**src/rtl/rgbrd_pkg.sv**
```systemverilog
`timescale 1ns / 1ps

package rgbrd_pkg;

   localparam int unsigned LenWidth = 14;
   localparam int unsigned CntWidth = 13;
   localparam int unsigned ErrWidth = 10;
   localparam logic [LenWidth-1:0] LenMax = 14'd8192;

   typedef enum logic [1:0] {
      CSR_LINE_WIDTH = 2'd0,
      CSR_LINE_COUNT = 2'd1
   } csr_index_type;

   typedef struct packed {
      logic [2:0]          level;
      logic [ErrWidth-1:0] error;
   } chan_type;

   // sum of error and sample, 11 bit signed so any error pattern fits
   function automatic logic signed [10:0] err_sum(logic [ErrWidth-1:0] err,
                                                  logic [7:0] sample);
      err_sum = signed'({err[ErrWidth-1], err}) + signed'({3'b000, sample});
   endfunction

   // red and blue: 3 bit level, expansion {l, l, l >> 1}
   function automatic chan_type quant_rb(logic [ErrWidth-1:0] err, logic [7:0] sample);
      logic signed [10:0] acc;
      logic [2:0]         lvl;
      logic [7:0]         expd;
      logic [10:0]        diff;
      chan_type           res;
      acc = err_sum(err, sample);
      if (acc < 11'sd0) begin
         lvl = 3'd0;
      end else if (acc > 11'sd255) begin
         lvl = 3'd7;
      end else begin
         lvl = acc[7:5];
      end
      expd = {lvl, lvl, lvl[2:1]};
      diff = acc - signed'({3'b000, expd});
      res.level = lvl;
      res.error = diff[ErrWidth-1:0];
      return res;
   endfunction

   // green: 2 bit level, expansion g * 85
   function automatic chan_type quant_g(logic [ErrWidth-1:0] err, logic [7:0] sample);
      logic signed [10:0] acc;
      logic [1:0]         lvl;
      logic [7:0]         expd;
      logic [10:0]        diff;
      chan_type           res;
      acc = err_sum(err, sample);
      if (acc < 11'sd0) begin
         lvl = 2'd0;
      end else if (acc > 11'sd255) begin
         lvl = 2'd3;
      end else begin
         lvl = acc[7:6];
      end
      expd = {lvl, lvl, lvl, lvl};
      diff = acc - signed'({3'b000, expd});
      res.level = {1'b0, lvl};
      res.error = diff[ErrWidth-1:0];
      return res;
   endfunction

   // clamp a length to 1..8192 and return length - 1
   function automatic logic [CntWidth-1:0] last_pos(logic [LenWidth-1:0] len);
      logic [LenWidth-1:0] m1;
      if (len == '0) begin
         m1 = '0;
      end else if (len > LenMax) begin
         m1 = LenMax - 14'd1;
      end else begin
         m1 = len - 14'd1;
      end
      return m1[CntWidth-1:0];
   endfunction

endpackage

```
**src/rtl/rgb332_row_error_diffusion_top.sv**
```systemverilog
`timescale 1ns / 1ps
// a pixel accepted at one edge shows its index at rsp_ the cycle after
// throughput: one pixel per cycle unless stalled, one add-clamp-subtract pass per channel
// the result register frees as it is taken, so a word may enter while one is waiting
// reset (synchronous, active high): errors and counters to zero, line_width 640,
// line_count 480, output register empty
module rgb332_row_error_diffusion_top (
   input  logic                            clock,
   input  logic                            reset,
   // pixel input stream
   input  logic                            req_tvalid,
   output logic                            req_tready,
   input  logic [23:0]                     req_tdata,   // blue[7:0], green[15:8], red[23:16]
   // palette index output stream
   output logic                            rsp_tvalid,
   input  logic                            rsp_tready,
   output logic [7:0]                      rsp_tdata,   // palette_index[7:0]
   output logic                            rsp_tlast,   // end_of_row
   output logic                            rsp_tuser,   // end_of_image
   // configuration writes
   input  logic                            csr_we,
   input  logic [1:0]                      csr_index,
   input  logic [rgbrd_pkg::LenWidth-1:0]  csr_wdata
);
   import rgbrd_pkg::*;

   // configuration registers
   logic [LenWidth-1:0] line_width_ff, line_count_ff;

   // dither state
   logic [ErrWidth-1:0] red_err_ff, green_err_ff, blue_err_ff;
   logic [ErrWidth-1:0] red_err_in, green_err_in, blue_err_in;
   logic [CntWidth-1:0] col_ff, col_in, row_ff, row_in;

   // output register
   logic                rsp_valid_ff, rsp_valid_in;
   logic [7:0]          rsp_data_ff, rsp_data_in;
   logic                rsp_last_ff, rsp_last_in;
   logic                rsp_user_ff, rsp_user_in;

   logic                accept;
   logic                eor, eoi;
   chan_type            q_red, q_green, q_blue;

   // take a word whenever the output slot is empty or drains this cycle
   assign req_tready = !rsp_valid_ff || rsp_tready;
   assign accept     = req_tvalid && req_tready;

   // quantize each channel against its running error
   always_comb begin
      q_blue  = quant_rb(blue_err_ff,  req_tdata[7:0]);
      q_green = quant_g (green_err_ff, req_tdata[15:8]);
      q_red   = quant_rb(red_err_ff,   req_tdata[23:16]);
   end

   // a counter at or past the end closes the row or image (covers a shrunk length)
   assign eor = col_ff >= last_pos(line_width_ff);
   assign eoi = eor && (row_ff >= last_pos(line_count_ff));

   always_comb begin
      red_err_in   = red_err_ff;
      green_err_in = green_err_ff;
      blue_err_in  = blue_err_ff;
      col_in       = col_ff;
      row_in       = row_ff;
      rsp_valid_in = rsp_valid_ff && !rsp_tready;
      rsp_data_in  = rsp_data_ff;
      rsp_last_in  = rsp_last_ff;
      rsp_user_in  = rsp_user_ff;
      if (accept) begin
         rsp_valid_in = 1'b1;
         rsp_data_in  = {q_red.level, q_green.level[1:0], q_blue.level};
         rsp_last_in  = eor;
         rsp_user_in  = eoi;
         if (eor) begin
            // errors restart at every row
            red_err_in   = '0;
            green_err_in = '0;
            blue_err_in  = '0;
            col_in       = '0;
            row_in       = eoi ? '0 : row_ff + 13'd1;
         end else begin
            red_err_in   = q_red.error;
            green_err_in = q_green.error;
            blue_err_in  = q_blue.error;
            col_in       = col_ff + 13'd1;
         end
      end
   end

   always_ff @(posedge clock) begin
      if (reset) begin
         line_width_ff <= 14'd640;
         line_count_ff <= 14'd480;
         red_err_ff    <= '0;
         green_err_ff  <= '0;
         blue_err_ff   <= '0;
         col_ff        <= '0;
         row_ff        <= '0;
         rsp_valid_ff  <= 1'b0;
      end else begin
         // writes to indexes beyond the list fall through
         if (csr_we) begin
            case (csr_index)
               CSR_LINE_WIDTH: line_width_ff <= csr_wdata;
               CSR_LINE_COUNT: line_count_ff <= csr_wdata;
               default: ;
            endcase
         end
         red_err_ff   <= red_err_in;
         green_err_ff <= green_err_in;
         blue_err_ff  <= blue_err_in;
         col_ff       <= col_in;
         row_ff       <= row_in;
         rsp_valid_ff <= rsp_valid_in;
      end
   end

   // payload, no reset needed
   always_ff @(posedge clock) begin
      rsp_data_ff <= rsp_data_in;
      rsp_last_ff <= rsp_last_in;
      rsp_user_ff <= rsp_user_in;
   end

   assign rsp_tvalid = rsp_valid_ff;
   assign rsp_tdata  = rsp_data_ff;
   assign rsp_tlast  = rsp_last_ff;
   assign rsp_tuser  = rsp_user_ff;

   // end of image only ever comes with end of row
   a_eoi_in_eor: assert property (@(posedge clock) disable iff (reset)
      rsp_valid_ff && rsp_user_ff |-> rsp_last_ff)
      else $error("end_of_image without end_of_row");

   // a closed row leaves clean errors and column zero
   a_row_clear: assert property (@(posedge clock) disable iff (reset)
      accept && eor |=> (red_err_ff == '0) && (green_err_ff == '0) && (blue_err_ff == '0)
                        && (col_ff == '0))
      else $error("row state not cleared");

   // an accepted word always lands in the output register
   a_accept_out: assert property (@(posedge clock) disable iff (reset)
      accept |=> rsp_valid_ff)
      else $error("accepted word lost");

   // state moves only on an accepted word
   a_state_hold: assert property (@(posedge clock) disable iff (reset)
      !accept |=> $stable(col_ff) && $stable(row_ff) && $stable(red_err_ff))
      else $error("state changed without a word");

endmodule

```
**config.mk**
```make
export PLATFORM = sky130hd
export DESIGN_NAME = rgb332_row_error_diffusion_top
export DESIGN_NICKNAME = d
export VERILOG_FILES = /design/src/rtl/rgbrd_pkg.sv /design/src/rtl/rgb332_row_error_diffusion_top.sv
export SDC_FILE = /design/constraint.sdc
export NUM_CORES = 1
export LEC_CHECK = 0
export ABC_AREA = 0
export CORE_MARGIN = 4
export CORE_UTILIZATION = 50
export DETAILED_ROUTE_END_ITERATION = 8
export DONT_BUFFER_PORTS = 1
export SLEW_MARGIN = 20
export SYNTH_ARGS = -nofsm -noshare
export SYNTH_HDL_FRONTEND = slang
export SYNTH_SLANG_ARGS = --single-unit
```
**constraint.sdc**
```tcl
create_clock -name clock -period 4.6 [get_ports clock]
set_input_delay 0.23 -clock clock [delete_from_list [all_inputs] [get_ports clock]]
set_output_delay 0.23 -clock clock [all_outputs]
set_load 0.01 [all_outputs]
```
# After elaboration in Yosys (flattened, before gate mapping)
# Index checks and enable logic that the tools add are counted.
[word_totals]
in_bits = 45
ff_bits = 95
[classes]
n_eq_ne = 1
n_mux = 16
add_sub_neg = 10
reduce_logical = 12
order_cmp = 10
[op_table]
columns = ["cell", "n"]
rows = [
  ["13-bit two-way mux", 6],
  ["10-bit by 9-bit adder with 11-bit output", 3],
  ["11-bit by 9-bit greater-than comparator with 1-bit output, second input constant", 3],
  ["11-bit by 1-bit less-than comparator with 1-bit output, second input constant", 3],
  ["10-bit two-way mux", 3],
  ["10-bit by 9-bit subtractor with 10-bit output", 3],
  ["14-bit greater-than comparator, second input constant", 2],
  ["14-bit logical NOT", 2],
  ["13-bit by 1-bit adder with 13-bit output, second input constant", 2],
  ["13-bit greater-or-equal comparator", 2],
  ["13-bit by 1-bit subtractor with 13-bit output, second input constant", 2],
  ["3-bit two-way mux", 4],
  ["2-bit AND reduction", 3],
  ["2-bit two-way mux", 2],
  ["1-bit logical AND", 3],
  ["2-bit by 1-bit == test with 1-bit output, second input constant", 1],
  ["1-bit logical NOT", 2],
  ["2-bit logical NOT", 1],
  ["1-bit logical OR", 1],
  ["1-bit two-way mux", 1],
]

# Longest topological paths before layout
[logic_depth]
word_depth = 6
depth_mapped = 22
depth_no_buf = 21

# Worst setup path after synthesis
# No wires, ideal clock.
[synth_path]
path_type = "register to register"
from = "reg blue_err_ff[0]"
to = "reg blue_err_ff[9]"
n_path_buf = 0
period_less_slack_ns = 4.224
t_arrival_ns = 4.153
path_stages_with_launch = 19
required_ns = 4.530
path_slack_ns = 0.376
cell_sequence = "dfxtp_1 -> ha_1 -> fa_1 -> a211oi_2 -> o21ai_2 -> nand3_1 -> a2111o_1 -> o2111ai_2 -> a21oi_1 -> ha_1 -> nor2b_1 -> o21ai_0 -> a21oi_1 -> o21ai_0 -> or4b_1 -> o31ai_1 -> a211oi_1 -> or3_1 -> a21oi_1"
[synth_via]
elab_chain_cells = 6
[synth_rtl]
columns = ["element", "line_no", "text"]
rows = [
  ["start, declared", "rgb332_row_error_diffusion_top.sv:31", "logic [ErrWidth-1:0] red_err_ff, green_err_ff, blue_err_ff;"],
  ["start signal, assigned", "rgb332_row_error_diffusion_top.sv:112", "blue_err_ff <= blue_err_in;"],
  ["10-bit by 9-bit adder with 11-bit output *", "rgbrd_pkg.sv:23", "err_sum = signed'({err[ErrWidth-1], err}) + signed'({3'b000, sample});"],
  ["11-bit by 9-bit greater-than comparator with 1-bit output", "rgbrd_pkg.sv:36", "end else if (acc > 11'sd255) begin"],
  ["3-bit two-way mux", "rgbrd_pkg.sv:36", ""],
  ["3-bit two-way mux", "rgbrd_pkg.sv:34", "if (acc < 11'sd0) begin"],
  ["10-bit by 9-bit subtractor with 10-bit output *", "rgbrd_pkg.sv:42", "diff = acc - signed'({3'b000, expd});"],
  ["10-bit two-way mux *", "rgb332_row_error_diffusion_top.sv:75", "if (eor) begin"],
]
# Mark *: on every way between the ends. The rest lies on a longest branch, timed or not.
# A chain may end at the register's enable or synchronous reset.

# Worst setup path in the final report
[layout_path]
from = "reg line_count_ff[3]"
to = "reg row_ff[10]"
[layout_via]
elab_chain_cells = 6
[layout_rtl]
columns = ["element", "line_no", "text"]
rows = [
  ["start, declared", "rgb332_row_error_diffusion_top.sv:28", "logic [LenWidth-1:0] line_width_ff, line_count_ff;"],
  ["start signal, assigned", "rgb332_row_error_diffusion_top.sv:106", "CSR_LINE_COUNT: line_count_ff <= csr_wdata;"],
  ["13-bit by 1-bit subtractor with 13-bit output or 14-bit greater-than comparator (tied branches)", "rgbrd_pkg.sv:78, rgbrd_pkg.sv:75", ""],
  ["13-bit two-way mux", "rgbrd_pkg.sv:75", "end else if (len > LenMax) begin"],
  ["13-bit two-way mux *", "rgbrd_pkg.sv:73", "if (len == '0) begin"],
  ["13-bit greater-or-equal comparator *", "rgb332_row_error_diffusion_top.sv:58", "assign eoi = eor && (row_ff >= last_pos(line_count_ff));"],
  ["1-bit logical AND *", "rgb332_row_error_diffusion_top.sv:58", ""],
  ["13-bit two-way mux *", "rgb332_row_error_diffusion_top.sv:81", "row_in = eoi ? '0 : row_ff + 13'd1;"],
  ["end signal, assigned", "rgb332_row_error_diffusion_top.sv:114", "row_ff <= row_in;"],
  ["end, declared", "rgb332_row_error_diffusion_top.sv:33", "logic [CntWidth-1:0] col_ff, col_in, row_ff, row_in;"],
]
# Marked as above.

==> metrics.log <==
[metrics] Startpoint Class: flip-flop
[metrics] critical path cell sequence: or4_4, nor4_4, nand3b_1, or3_4, or2_1, maj3_1, ha_1, nand2b_1, a21o_1, a21o_1, a21o_1, a211oi_1, o21ai_1, o211ai_1, o21ai_2, buf_4, a211oi_1
[metrics] overall overflow remaining after global route: 0
[metrics] clock root buffer master: clkbuf_16
[metrics] cell repeated most along the worst path: a21o_1
[metrics] worst-margin pin slew: ~640 ps
[metrics] setup TNS: 0 ps
[metrics] filler instances: between 1,000 and 1,500
[metrics] Vias: 6,939
[metrics] leakage: between 3 and 4 nW
[metrics] horizontal die dimension: around 130 µm
[metrics] final routed DRC violation total: 0
[metrics] final critical path time including I/O delays and setup: between 4000 and 5000 ps
[metrics] run status: finished clean
[metrics] core area: about 15,000 µm²
[metrics] post-layout worst setup margin: 246 ps
[metrics] type of the setup path with the least slack: flip-flop to flip-flop
[metrics] share of the yosys chip area belonging to registers: 0.263
[metrics] crit path max fanout: 8
[metrics] hold_ws: 14.1 ps
[metrics] final estimated routing congestion in global placement: around 0.87
[metrics] sum of routed wire length over all layers: ~19,000 µm
[metrics] IR drop worst, VDD: 513 µV
[metrics] cell area after layout: roughly 8300 µm²
[metrics] commonest cells in the synthesized netlist: nand2_1, a21oi_1, dfxtp_1, nor2_1, ha_1
[metrics] global router's overall resource usage: 0.218
[metrics] pins over their slew limit: 0
[metrics] final-stage net count: 1,081
[metrics] antenna violations before repair: 0
[metrics] worst hold-check path type: input port to flip-flop
[metrics] Starting Density: 0.517
[metrics] number of antenna-violating nets in the routed design: 0
[metrics] Synth Flop Type: dfxtp_1
[metrics] unique cell type count in the Yosys netlist: between 80 and 90
[metrics] depth of the CTS H-tree: 3
[metrics] post-detailed-route wirelength per cell: between 15 and 20 µm
[metrics] maximum number of pins on one net before global-route repair: 75
[metrics] share of post-route cells with drive strength above 1: 0.0881
[metrics] syn nets: 1,081
[metrics] Yosys warning count: 0
[metrics] post-detailed-placement cell area: 7810 µm²
[metrics] Post-Place Setup Slack: approximately 77 ps
[metrics] Slowest-stage cell, CP: or4_4
[metrics] half-perimeter wire length after placement: roughly 14,000 µm
[metrics] via count of the first global-routing pass: around 6,600
[metrics] antenna diode count: 0
[metrics] Arr. time, crit path: roughly 4600 ps
[metrics] biggest area contributors in the synthesized netlist: dfxtp_1, ha_1, a21oi_1
[metrics] Max-cap violations: 0
[metrics] clock tree from TritonCTS: done
[metrics] clock transition at the registers of the reported paths: ~70 ps
[metrics] total chip power: 0.00604 W
[metrics] number of buffers added on ports: 0
[metrics] cell with the most instances after synthesis: nand2_1
[metrics] number of rows in the core area: 44
[metrics] count of clock tree sinks: 95
[metrics] leading area contributor after synthesis: dfxtp_1
[metrics] EDFF count, synth: 10
[metrics] via count normalized by instance count: approximately 6.0
[metrics] Post-Synthesis Cell Area: ~7600 µm²
[metrics] number of clock buffers inserted by TritonCTS: 9
[metrics] count of routing violations after the opening detailed-route iteration: 425
[metrics] Avg Synthesized Cell Area: 7.92 µm²
[metrics] Setup Skew: between 7 and 8 ps
[metrics] upper clock frequency limit: 230 MHz
[metrics] area added between synthesis and finish: 9.83%
[metrics] FFs w/ async S/R, synth: 0
[metrics] Finish-stage setup viols: 0
[metrics] crit end category: flip-flop
[metrics] RSZ-0062 raised after global routing: yes
[metrics] clock latency of the later-clocked register in the worst-skew pair: around 350 ps
[metrics] Worst path max stage delay: just under 600 ps
[metrics] power density normalized to cell area: a little over 700 nW/µm²
[metrics] number of iterations in the first detailed-routing pass: 4
[metrics] height of the chip: roughly 130 µm
[metrics] final hold violation count: 0
[metrics] synthesized netlist cell count: 960
[metrics] worst max-slew margin expressed relative to the limit: 0.568
[metrics] number of storage elements in the synthesis netlist: 95
[metrics] final worst path period share: 0.947
[metrics] count of pins on the block boundary: 57
[metrics] share of Yosys cell area claimed by the top area cell type: 0.224
[metrics] Critical Path RT: 4860 ps
[metrics] Total Die Area: ~17,000 µm²
[metrics] first-pass GRT wire length: between 30,000 and 40,000 µm
[metrics] clock buffer depth: 2
==> where the power goes <==
part           internal [W]  switching, W
logic               0.00179       0.00227
registers           0.00101      0.000148
clock network      0.000474      0.000349
==> metal layers <==
| metal | part of all wire | wire length, µm | vias up | global-route usage |
|---|---|---|---|---|
| li1 | - | - | 3482 | - |
| met1 | 0.45 | 8610 | 3291 | 0.276 |
| met2 | 0.48 | 9230 | 141 | 0.376 |
| met3 | 0.048 | 911 | 25 | 0.0489 |
| met4 | 0.017 | 333 | 0 | 0.0560 |
| met5 | 0 | 0 | - | 0 |
==> final timing paths <==
kind	startpoint	to	slack (ps)	cells after the start
min	csr_wdata[2]	line_count_ff[2]$_SDFFE_PP0P_	10	2
max reg2reg	line_count_ff[3]$_SDFFE_PP0P_	row_ff[10]$_SDFFE_PP0P_	250	17
max	line_count_ff[3]$_SDFFE_PP0P_	row_ff[10]$_SDFFE_PP0P_	250	17
min reg2reg	blue_err_ff[7]$_SDFFE_PP0P_	blue_err_ff[7]$_SDFFE_PP0P_	460	2
==> kinds of logic after synthesis <==
| family | synth area share |
|---|---|
| compound gates | 0.241 |
| xor+xnor | 0.0738 |
| flops | 0.263 |
| fa+ha+maj | 0.136 |
| buf+inv | 0.0443 |
| mux | 0.0114 |
| simple gates | 0.230 |
==> sequential cells by signal, summed over array words and instances (netlist names) <==
register,count
col_ff,13
rsp_tlast,1
red_err_ff,10
line_count_ff,14
rsp_tuser,1
rsp_tvalid,1
green_err_ff,10
rsp_tdata,8
blue_err_ff,10
row_ff,13
line_width_ff,14
==> critical path, delay by kind of cell, from the launching register on <==
family | cells | cell delay [ps]
buffers and inverters | 1 | 190
adder cells (fa/ha/maj) | 2 | 640
flip-flops | 1 | 370
AO/OA/AOI/OAI | 8 | 1340
AND/OR/NAND/NOR | 6 | 1710
==> cell type report <==
class                      count  area, µm²  area share
tap                          184        230      0.0276
clock inverter                 5       60.1     0.00720
sequential                    95       2000       0.240
timing repair buffer          27        228      0.0273
clock buffer                  11        264      0.0316
inverter                      48        180      0.0216
multi-input combinational    779       5380       0.645
==> through the flow <==
| step | util | std cells |
|---|---|---|
| finish | 0.568 | 1149 |
| global route | 0.568 | 1149 |
| floorplan | - | 960 |
| detailed placement | 0.531 | 1124 |
| global placement | 0.531 | 1124 |
| CTS | 0.557 | 1143 |
==> timing repair <==
item	in CTS	in global routing
hold endpoints to repair	74	0
hold buffers	3	0
endpoints found under the setup margin	0	38
setup buffers	0	6
resized for setup	0	30
==> cell usage in the layout, fill, tap and decap left out, drive strengths merged, types with 7 or more instances in the layout <==
cell,instances
and3,7
o21a,11
or3,13
and2,9
a22oi,7
nand3,26
nor2b,8
nor4,8
o21ai,40
a21o,17
dfxtp,85
clkbuf,11
a211oi,20
nand2,117
nor2,72
nor3,32
xor2,28
nor3b,7
buf,25
ha,70
a21oi,105
edfxtp,10
xnor2,36
nand3b,10
nand2b,16
inv,50
nand4,10
(Power assumes the default switching activity.)
